===== src/hdl/wdtr_pkg.sv =====
`timescale 1ns / 1ps
// ----------------------------------------------------------------------------
// wdtr_pkg: shared types and constants for the watchdog timer register block
// Request and register codes, key values, control bit positions and the
// request and response bundles passed between the top level and the core.
// ----------------------------------------------------------------------------
package wdtr_pkg;

  // Request types
  localparam logic [1:0] REQ_TICK  = 2'd0;
  localparam logic [1:0] REQ_READ  = 2'd1;
  localparam logic [1:0] REQ_WRITE = 2'd2;

  // Word register indexes
  localparam logic [2:0] REG_CTRL   = 3'd0;
  localparam logic [2:0] REG_LOAD   = 3'd1;
  localparam logic [2:0] REG_VALUE  = 3'd2;
  localparam logic [2:0] REG_KEY    = 3'd3;
  localparam logic [2:0] REG_STATUS = 3'd4;

  // Control register layout
  localparam int CTRL_W     = 3;
  localparam int CTRL_EN    = 0;
  localparam int CTRL_IE    = 1;
  localparam int CTRL_RE    = 2;

  // Keys and reset values
  localparam logic [31:0] FEED_KEY   = 32'h5A5A_5A5A;
  localparam logic [31:0] LOCK_KEY   = 32'h1ACC_E551;
  localparam logic [31:0] LOAD_RESET = 32'h0000_FFFF;

  // One incoming item
  typedef struct packed {
    logic [1:0]  req_type;
    logic [2:0]  reg_index;
    logic [31:0] wdata;
  } req_t;

  // One result item
  typedef struct packed {
    logic [31:0] read_data;
    logic        irq_line;
    logic        wdog_line;
    logic        reset_pulse;
  } rsp_t;

endpackage


===== src/hdl/wdtr_core.sv =====
`timescale 1ns / 1ps
// ----------------------------------------------------------------------------
// wdtr_core: watchdog state and per-item update logic
// Holds control, load, elapsed count, timeout and lock. Given the registered
// item it computes the response and the next state, committed on fire.
// ----------------------------------------------------------------------------
module wdtr_core (
  input  logic          clk,
  input  logic          rst_n,
  input  logic          fire,
  input  wdtr_pkg::req_t req,
  output wdtr_pkg::rsp_t rsp
);

  logic [wdtr_pkg::CTRL_W-1:0] ctrl_r, ctrl_nxt;
  logic [31:0]                 load_r, load_nxt;
  logic [31:0]                 elapsed_r, elapsed_nxt;
  logic                        timeout_r, timeout_nxt;
  logic                        lock_r, lock_nxt;

  logic [31:0] elapsed_inc;
  logic [31:0] value_rd;
  logic [31:0] rdata;
  logic        pulse;

  // saturating tick count
  assign elapsed_inc = (elapsed_r == '1) ? elapsed_r : elapsed_r + 32'd1;

  // remaining count as seen by a read of the value register
  always_comb begin
    if (!ctrl_r[wdtr_pkg::CTRL_EN] || (elapsed_r == '0)) begin
      value_rd = load_r;
    end else if (elapsed_r >= load_r) begin
      value_rd = '0;
    end else begin
      value_rd = load_r - elapsed_r;
    end
  end

  // next state and response
  always_comb begin
    ctrl_nxt    = ctrl_r;
    load_nxt    = load_r;
    elapsed_nxt = elapsed_r;
    timeout_nxt = timeout_r;
    lock_nxt    = lock_r;
    rdata       = '0;
    pulse       = 1'b0;
    case (req.req_type)
      wdtr_pkg::REQ_TICK: begin
        if (ctrl_r[wdtr_pkg::CTRL_EN]) begin
          elapsed_nxt = elapsed_inc;
          if (!timeout_r && (elapsed_inc >= load_r)) begin
            timeout_nxt = 1'b1;
            pulse       = ctrl_r[wdtr_pkg::CTRL_RE];
          end
        end
      end
      wdtr_pkg::REQ_READ: begin
        case (req.reg_index)
          wdtr_pkg::REG_CTRL:   rdata = {28'd0, lock_r, ctrl_r};
          wdtr_pkg::REG_LOAD:   rdata = load_r;
          wdtr_pkg::REG_VALUE:  rdata = value_rd;
          wdtr_pkg::REG_STATUS: rdata = {31'd0, timeout_r};
          default:              rdata = '0;
        endcase
      end
      wdtr_pkg::REQ_WRITE: begin
        case (req.reg_index)
          wdtr_pkg::REG_CTRL: begin
            if (!lock_r) begin
              ctrl_nxt = req.wdata[wdtr_pkg::CTRL_W-1:0];
              if (req.wdata[wdtr_pkg::CTRL_EN]) begin
                elapsed_nxt = '0;
              end
            end
          end
          wdtr_pkg::REG_LOAD: begin
            if (!lock_r) begin
              load_nxt = req.wdata;
            end
          end
          wdtr_pkg::REG_KEY: begin
            if (req.wdata == wdtr_pkg::FEED_KEY) begin
              timeout_nxt = 1'b0;
              elapsed_nxt = '0;
            end else if (req.wdata == wdtr_pkg::LOCK_KEY) begin
              lock_nxt = 1'b1;
            end
          end
          wdtr_pkg::REG_STATUS: begin
            if (req.wdata[0]) begin
              timeout_nxt = 1'b0;
            end
            elapsed_nxt = '0;
          end
          default: ;
        endcase
      end
      default: ;
    endcase
  end

  // response levels are taken after the item
  always_comb begin
    rsp.read_data   = rdata;
    rsp.irq_line    = timeout_nxt & ctrl_nxt[wdtr_pkg::CTRL_IE];
    rsp.wdog_line   = timeout_nxt;
    rsp.reset_pulse = pulse;
  end

  // state registers
  always_ff @(posedge clk) begin
    if (!rst_n) begin
      ctrl_r    <= '0;
      load_r    <= wdtr_pkg::LOAD_RESET;
      elapsed_r <= '0;
      timeout_r <= 1'b0;
      lock_r    <= 1'b0;
    end else if (fire) begin
      ctrl_r    <= ctrl_nxt;
      load_r    <= load_nxt;
      elapsed_r <= elapsed_nxt;
      timeout_r <= timeout_nxt;
      lock_r    <= lock_nxt;
    end
  end

  // lock is sticky until reset
  a_lock_sticky: assert property (@(posedge clk) disable iff (!rst_n)
    lock_r |=> lock_r)
    else $error("lock flag cleared without reset");

  // locked control and load never change
  a_locked_frozen: assert property (@(posedge clk) disable iff (!rst_n)
    lock_r |=> ($stable(ctrl_r) && $stable(load_r)))
    else $error("control or load changed while locked");

  // a reset pulse only comes with a fresh timeout
  a_pulse_fresh: assert property (@(posedge clk) disable iff (!rst_n)
    (fire && rsp.reset_pulse) |-> (!timeout_r && timeout_nxt))
    else $error("reset pulse without new timeout");

  // timeout only sets on an enabled tick
  a_timeout_set: assert property (@(posedge clk) disable iff (!rst_n)
    (fire && !timeout_r && timeout_nxt) |->
      (req.req_type == wdtr_pkg::REQ_TICK && ctrl_r[wdtr_pkg::CTRL_EN]))
    else $error("timeout set outside an enabled tick");

endmodule


===== src/hdl/watchdog_timer_regs_top.sv =====
`timescale 1ns / 1ps
// ----------------------------------------------------------------------------
// watchdog_timer_regs_top: watchdog timer with word register access
// Items are ticks, register reads or register writes; each gives one result
// item carrying read data and the interrupt, watchdog and reset levels.
// ----------------------------------------------------------------------------
//  channel | handshake           | payload
//  --------+---------------------+--------------------------------------------
//  in      | in_valid / in_ready | in_req_type, in_reg_index, in_wdata
//  out     | out_valid/out_ready | out_read_data, out_irq_line,
//          |                     | out_wdog_line, out_reset_pulse
//
//  One item per cycle sustained while out_ready is high; an accepted item
//  goes through the input register and then the output register, which
//  drives out_valid. The input register feeds the core; state commits as
//  the item enters the output register, so the next item sees it updated.
//  in_ready stays high while the output register is empty or being drained.
//  Synchronous active-low reset restores control 0, load 0xFFFF, count 0,
//  timeout and lock clear, and empties both stages.
// ----------------------------------------------------------------------------
module watchdog_timer_regs_top (
  input  logic        clk,
  input  logic        rst_n,
  input  logic        in_valid,
  output logic        in_ready,
  input  logic [1:0]  in_req_type,
  input  logic [2:0]  in_reg_index,
  input  logic [31:0] in_wdata,
  output logic        out_valid,
  input  logic        out_ready,
  output logic [31:0] out_read_data,
  output logic        out_irq_line,
  output logic        out_wdog_line,
  output logic        out_reset_pulse
);

  logic            in_vld_r;
  wdtr_pkg::req_t  req_r;
  logic            out_vld_r;
  wdtr_pkg::rsp_t  rsp_r;
  wdtr_pkg::rsp_t  rsp;
  logic            adv;

  // item moves from input register to output register
  assign adv      = in_vld_r && (!out_vld_r || out_ready);
  assign in_ready = !in_vld_r || adv;

  // input stage
  always_ff @(posedge clk) begin
    if (!rst_n) begin
      in_vld_r <= 1'b0;
    end else if (in_ready) begin
      in_vld_r <= in_valid;
    end
  end

  always_ff @(posedge clk) begin
    if (in_valid && in_ready) begin
      req_r.req_type  <= in_req_type;
      req_r.reg_index <= in_reg_index;
      req_r.wdata     <= in_wdata;
    end
  end

  wdtr_core u_core (
    .clk   (clk),
    .rst_n (rst_n),
    .fire  (adv),
    .req   (req_r),
    .rsp   (rsp)
  );

  // output stage
  always_ff @(posedge clk) begin
    if (!rst_n) begin
      out_vld_r <= 1'b0;
    end else if (adv) begin
      out_vld_r <= 1'b1;
    end else if (out_ready) begin
      out_vld_r <= 1'b0;
    end
  end

  always_ff @(posedge clk) begin
    if (adv) begin
      rsp_r <= rsp;
    end
  end

  assign out_valid       = out_vld_r;
  assign out_read_data   = rsp_r.read_data;
  assign out_irq_line    = rsp_r.irq_line;
  assign out_wdog_line   = rsp_r.wdog_line;
  assign out_reset_pulse = rsp_r.reset_pulse;

  // interrupt and reset pulse both imply the watchdog level
  a_irq_wdog: assert property (@(posedge clk) disable iff (!rst_n)
    (out_vld_r && (rsp_r.irq_line || rsp_r.reset_pulse)) |-> rsp_r.wdog_line)
    else $error("irq or reset pulse without watchdog level");

  // a held result is not overwritten
  a_out_hold: assert property (@(posedge clk) disable iff (!rst_n)
    (out_vld_r && !out_ready) |-> !adv)
    else $error("output register overwritten while stalled");

  // a pending input item stays until it advances
  a_in_hold: assert property (@(posedge clk) disable iff (!rst_n)
    (in_vld_r && !adv) |=> (in_vld_r && $stable(req_r)))
    else $error("pending item lost or changed");

endmodule

===== config.mk =====
export PLATFORM = sky130hd
export DESIGN_NAME = watchdog_timer_regs_top
export DESIGN_NICKNAME = d
export VERILOG_FILES = /design/src/hdl/wdtr_pkg.sv /design/src/hdl/wdtr_core.sv /design/src/hdl/watchdog_timer_regs_top.sv
export SDC_FILE = /design/constraint.sdc
export NUM_CORES = 1
export LEC_CHECK = 0
export BUFFER_PORTS_ARGS = -buffer_cell sky130_fd_sc_hd__buf_2
export CORE_UTILIZATION = 40
export DETAILED_ROUTE_END_ITERATION = 7
export PLACE_DENSITY = 0.61
export REMOVE_ABC_BUFFERS = 1
export SLEW_MARGIN = 20
export SYNTH_ARGS = -nofsm -noshare
export SYNTH_HDL_FRONTEND = slang
export SYNTH_SLANG_ARGS = --single-unit

===== constraint.sdc =====
create_clock -name clk -period 8.1 [get_ports clk]
set_clock_uncertainty 0.05 [all_clocks]
set_input_delay 1.62 -clock clk [delete_from_list [all_inputs] [get_ports clk]]
set_output_delay 1.62 -clock clk [all_outputs]
set_load 0.005 [all_outputs]

==> summary.txt <==
Drt
  – DRT iter0 DRCs: 471
  – DR DRC count: 1
  – DR vias/cell: 5.57
  – Drt wl/cell: 17.9 um
  – Pre-antenna DRT Iters: 8
  – Total Routed Length: 24.4 mm
  – Post-DRT Antenna Nets: 0
  – Vias: 7619

Clock tree
  – CTS Sinks: 143
  – CTS Buf Count: 17
  – # Post-CTS Setup Buffers: 0
  – CTS tree: yes
  – CTS resizes: 0
  – CTS root buffer: clkbuf_16
  – CTS H-Tree Depth: 4
  – Clock buffer depth: 2
  – Insertion delay to the later sink of the worst-skew pair: 0.43 ns
  – Clock slew at reported path FFs: 0.07 ns
  – Cts hold-fix bufs: 0

STA
  – Final Cycle Share: 54.2%
  – # setup viols final: 0
  – Worst hold slack: 0.435 ns
  – Peak Freq: 0.228 GHz
  – Final setup margin: 3.71 ns
  – Final Hold Fails: 0
  – RSZ-0062 raised after global routing: false
  – Slew margin rel.: 30.2%
  – Final setup TNS: 0 ns
  – Period minus WS final: 4.39 ns
  – Slew Limit Fails: 0
  – Tightest Pin Transition: 1.04 ns

Placed design
  – Post-Place Cells: 1335
  – HPWL Detailed: 18.5 mm
  – IO Port Bufs: 77
  – Gp weighted congestion: 0.933
  – Pre-CTS WS: 3.77 ns

Floorplanning
  – Row count: 54
  – Die width: 153 um
  – Full die area: 23300 um^2
  – Boundary pin count: 78
  – Die Y-Extent: 153 um
  – Core ar.: 22000 um^2
  – Initial Util: 41.3%

Worst setup path
  – Reg2Reg Setup Slack: 3.71 ns
  – Crit. Startpoint: u_core.elapsed_r[7]
  – Crit Path Max Fanout: 8
  – Cells along the critical path: nand4_1 > or2_1 > nor3_1 > or4b_4 > or3_4 > xnor2_1 > ha_1 > and3_1 > nand4_1 > or3_1 > o41a_1 > nor4b_1
  – Worst flop-to-flop path startpoint: u_core.elapsed_r[7]
  – CP Buf/Inv Count: 0
  – CP Data Arrival Time: 4.59 ns
  – Crit-path slowest cell: or4b_4
  – Critical Path Sink: out_reset_pulse
  – CP max stage delay: 0.55 ns
  – CP top delay family: simple AND/OR/NAND/NOR gates
  – Crit path top cell by count: nand4_1
  – Crit path depth: 12
  – CP Class: flop to flop
  – Worst EP required: 8.30 ns
  – Worst R2R Path Depth: 12
  – Crit. End Element: flop
  – Worst R2R End: out_reset_pulse
  – Startpoint types: flop

Logic synthesis
  – Post-synthesis cell count: 1012
  – Syn Area/Cell: 8.98 um^2
  – Yosys reg bits: 143
  – Synth area leader: edfxtp_1
  – Top FF cell, synth: edfxtp_1
  – Sequential share of the synthesized area: 39.4%
  – Post-synth EDFFs: 72
  – Synthesis warning total: 0
  – Async SR Flop Fraction: 0%
  – Top cells by area, synth: edfxtp_1, dfxtp_1, ha_1
  – Mapped Area: 9090 um^2
  – Yosys cell types: 71
  – Area share of the largest cell type after synthesis: 23.8%

Finish
  – Area grow syn2layout: 13.6%
  – Share of cells above drive strength 1: 12.4%
  – Fin cells: 1367
  – Antenna cells: 0
  – Layout Nets: 1182
  – # fillers: 2181

Outcome
  – Failing checks: design-rule violations
  – Status: finished with violations

Global routing
  – First-pass GRT wire length: 38.8 mm
  – Vias in the first global route: 7022
  – Initial antenna violation count: 0
  – GRT overflow: 0
  – Maximum number of pins on one net before global-route repair: 55
  – GRT Util Overall: 21.4%

Power
  – Max IR drop VDD: 0.000132 V
  – Pleak: 4.06 nW
  – Pwr Density: 164 nW/um^2

Worst hold path
  – Min-delay worst type: flop to flop

Run
  – Max Cap Viol: 0
==> flip-flops by register name (all words and copies together), names as in the netlist <==
name and flops:
out_irq_line 1, out_valid 1, u_core.load_r 32, req_r 37, out_reset_pulse 1, out_read_data 32
u_core.elapsed_r 32, in_vld_r 1, u_core.timeout_r 1, u_core.lock_r 1, u_core.ctrl_r 3, out_wdog_line 1
==> layout by cell type (no fill, tap or decap), types with 8 or more instances in the layout <==
master / n
nand2_1: 99
buf_2: 77
nor2_1: 74
inv_1: 72
edfxtp_1: 72
dfxtp_1: 71
ha_1: 66
a21oi_1: 63
xnor2_1: 50
o21ai_0: 42
nand3_1: 25
a21boi_0: 24
nand4_1: 23
a21o_1: 23
o211ai_1: 23
a22oi_1: 23
nor3_1: 20
nor2b_1: 18
clkbuf_16: 17
a22o_1: 15
or3_1: 13
and2_1: 11
and3_1: 10
a211oi_1: 10
o21a_1: 10
xor2_1: 10
nor4_1: 9
buf_4: 9
nand2b_1: 8
==> through the flow <==
step | total power [W] | utilization (%) | cell area (um^2)
final | 0.00170 | 46.9 | 10300
after global routing | 0.00175 | 46.9 | 10300
after CTS | 0.00171 | 46.9 | 10300
after detailed placement | 0.000890 | 44.1 | 9720
after global placement | 0.000889 | 44.1 | 9720
after floorplan | 0.000850 | - | 8910
==> cell usage after synthesis, types with 15 or more instances <==
cell type,instances
ha_1,66
nor2_1,74
nand4_1,23
dfxtp_1,71
a21o_1,23
o21ai_0,42
nand2_1,99
edfxtp_1,72
nand3_1,25
a22oi_1,23
clkbuf_1,33
o211ai_1,23
nor3_1,20
a22o_1,15
a21boi_0,24
xnor2_1,50
nor2b_1,18
inv_1,72
a21oi_1,63
==> where the power goes <==
group	total, W	internal, W	switching, W
registers	0.000795	0.000781	0.0000138
logic	0.0000787	0.0000341	0.0000446
clock network	0.000825	0.000486	0.000339
==> layer usage <==
layer  GRT usage [%]  vias to the layer above  wire length, um
li1                -                     3838                -
met1            32.3                     3528            12500
met3            3.47                       22             1440
met2            31.4                      231            10200
met5               0                        -                0
met4            5.77                        0              358
==> cell families (layout without fill, tap and decap cells) <==
logic type               Yosys count  count (layout)  synth area share [%]
AO/OA/AOI/OAI                    276             276                  20.3
XOR/XNOR                          60              60                  5.78
adder cells (fa/ha/maj)           67              67                  9.30
buffers and inverters            115             190                  4.93
flip-flops                       143             143                  39.4
multiplexers                       7               7                 0.798
AND/OR/NAND/NOR                  344             344                  19.4
==> final cells by class <==
cell class	instances	area, um^2	share of cell area [%]
Clock buffer	20	467	4.52
Multi-Input combinational cell	754	5060	49.0
Clock inverter	12	148	1.43
Tap cell	280	350	3.39
Sequential cell	143	3580	34.7
Timing Repair Buffer	86	453	4.38
Inverter	72	270	2.62
==> worst reg2reg max path: stages, from the launching register on <==
cell     delay, ns
dfxtp_1       0.48
nand4_1       0.22
or2_1         0.30
nor3_1        0.25
or4b_4        0.55
or3_4         0.36
xnor2_1       0.15
ha_1          0.30
and3_1        0.20
nand4_1       0.12
or3_1         0.45
o41a_1        0.50
nor4b_1       0.29
==> worst min-delay path by stage <==
stage,start,to,slack (ns),cells after the start
2_1_floorplan,u_core.elapsed_r[23],u_core.elapsed_r[23],0.40,2
3_3_place_gp,u_core.elapsed_r[22],u_core.elapsed_r[22],0.42,2
3_5_place_dp,u_core.elapsed_r[23],u_core.elapsed_r[23],0.43,2
4_1_cts,u_core.elapsed_r[23],u_core.elapsed_r[23],0.44,2
5_1_grt,u_core.elapsed_r[23],u_core.elapsed_r[23],0.47,2
6_report,u_core.elapsed_r[23],u_core.elapsed_r[23],0.44,2
(Power assumes the default switching activity.)
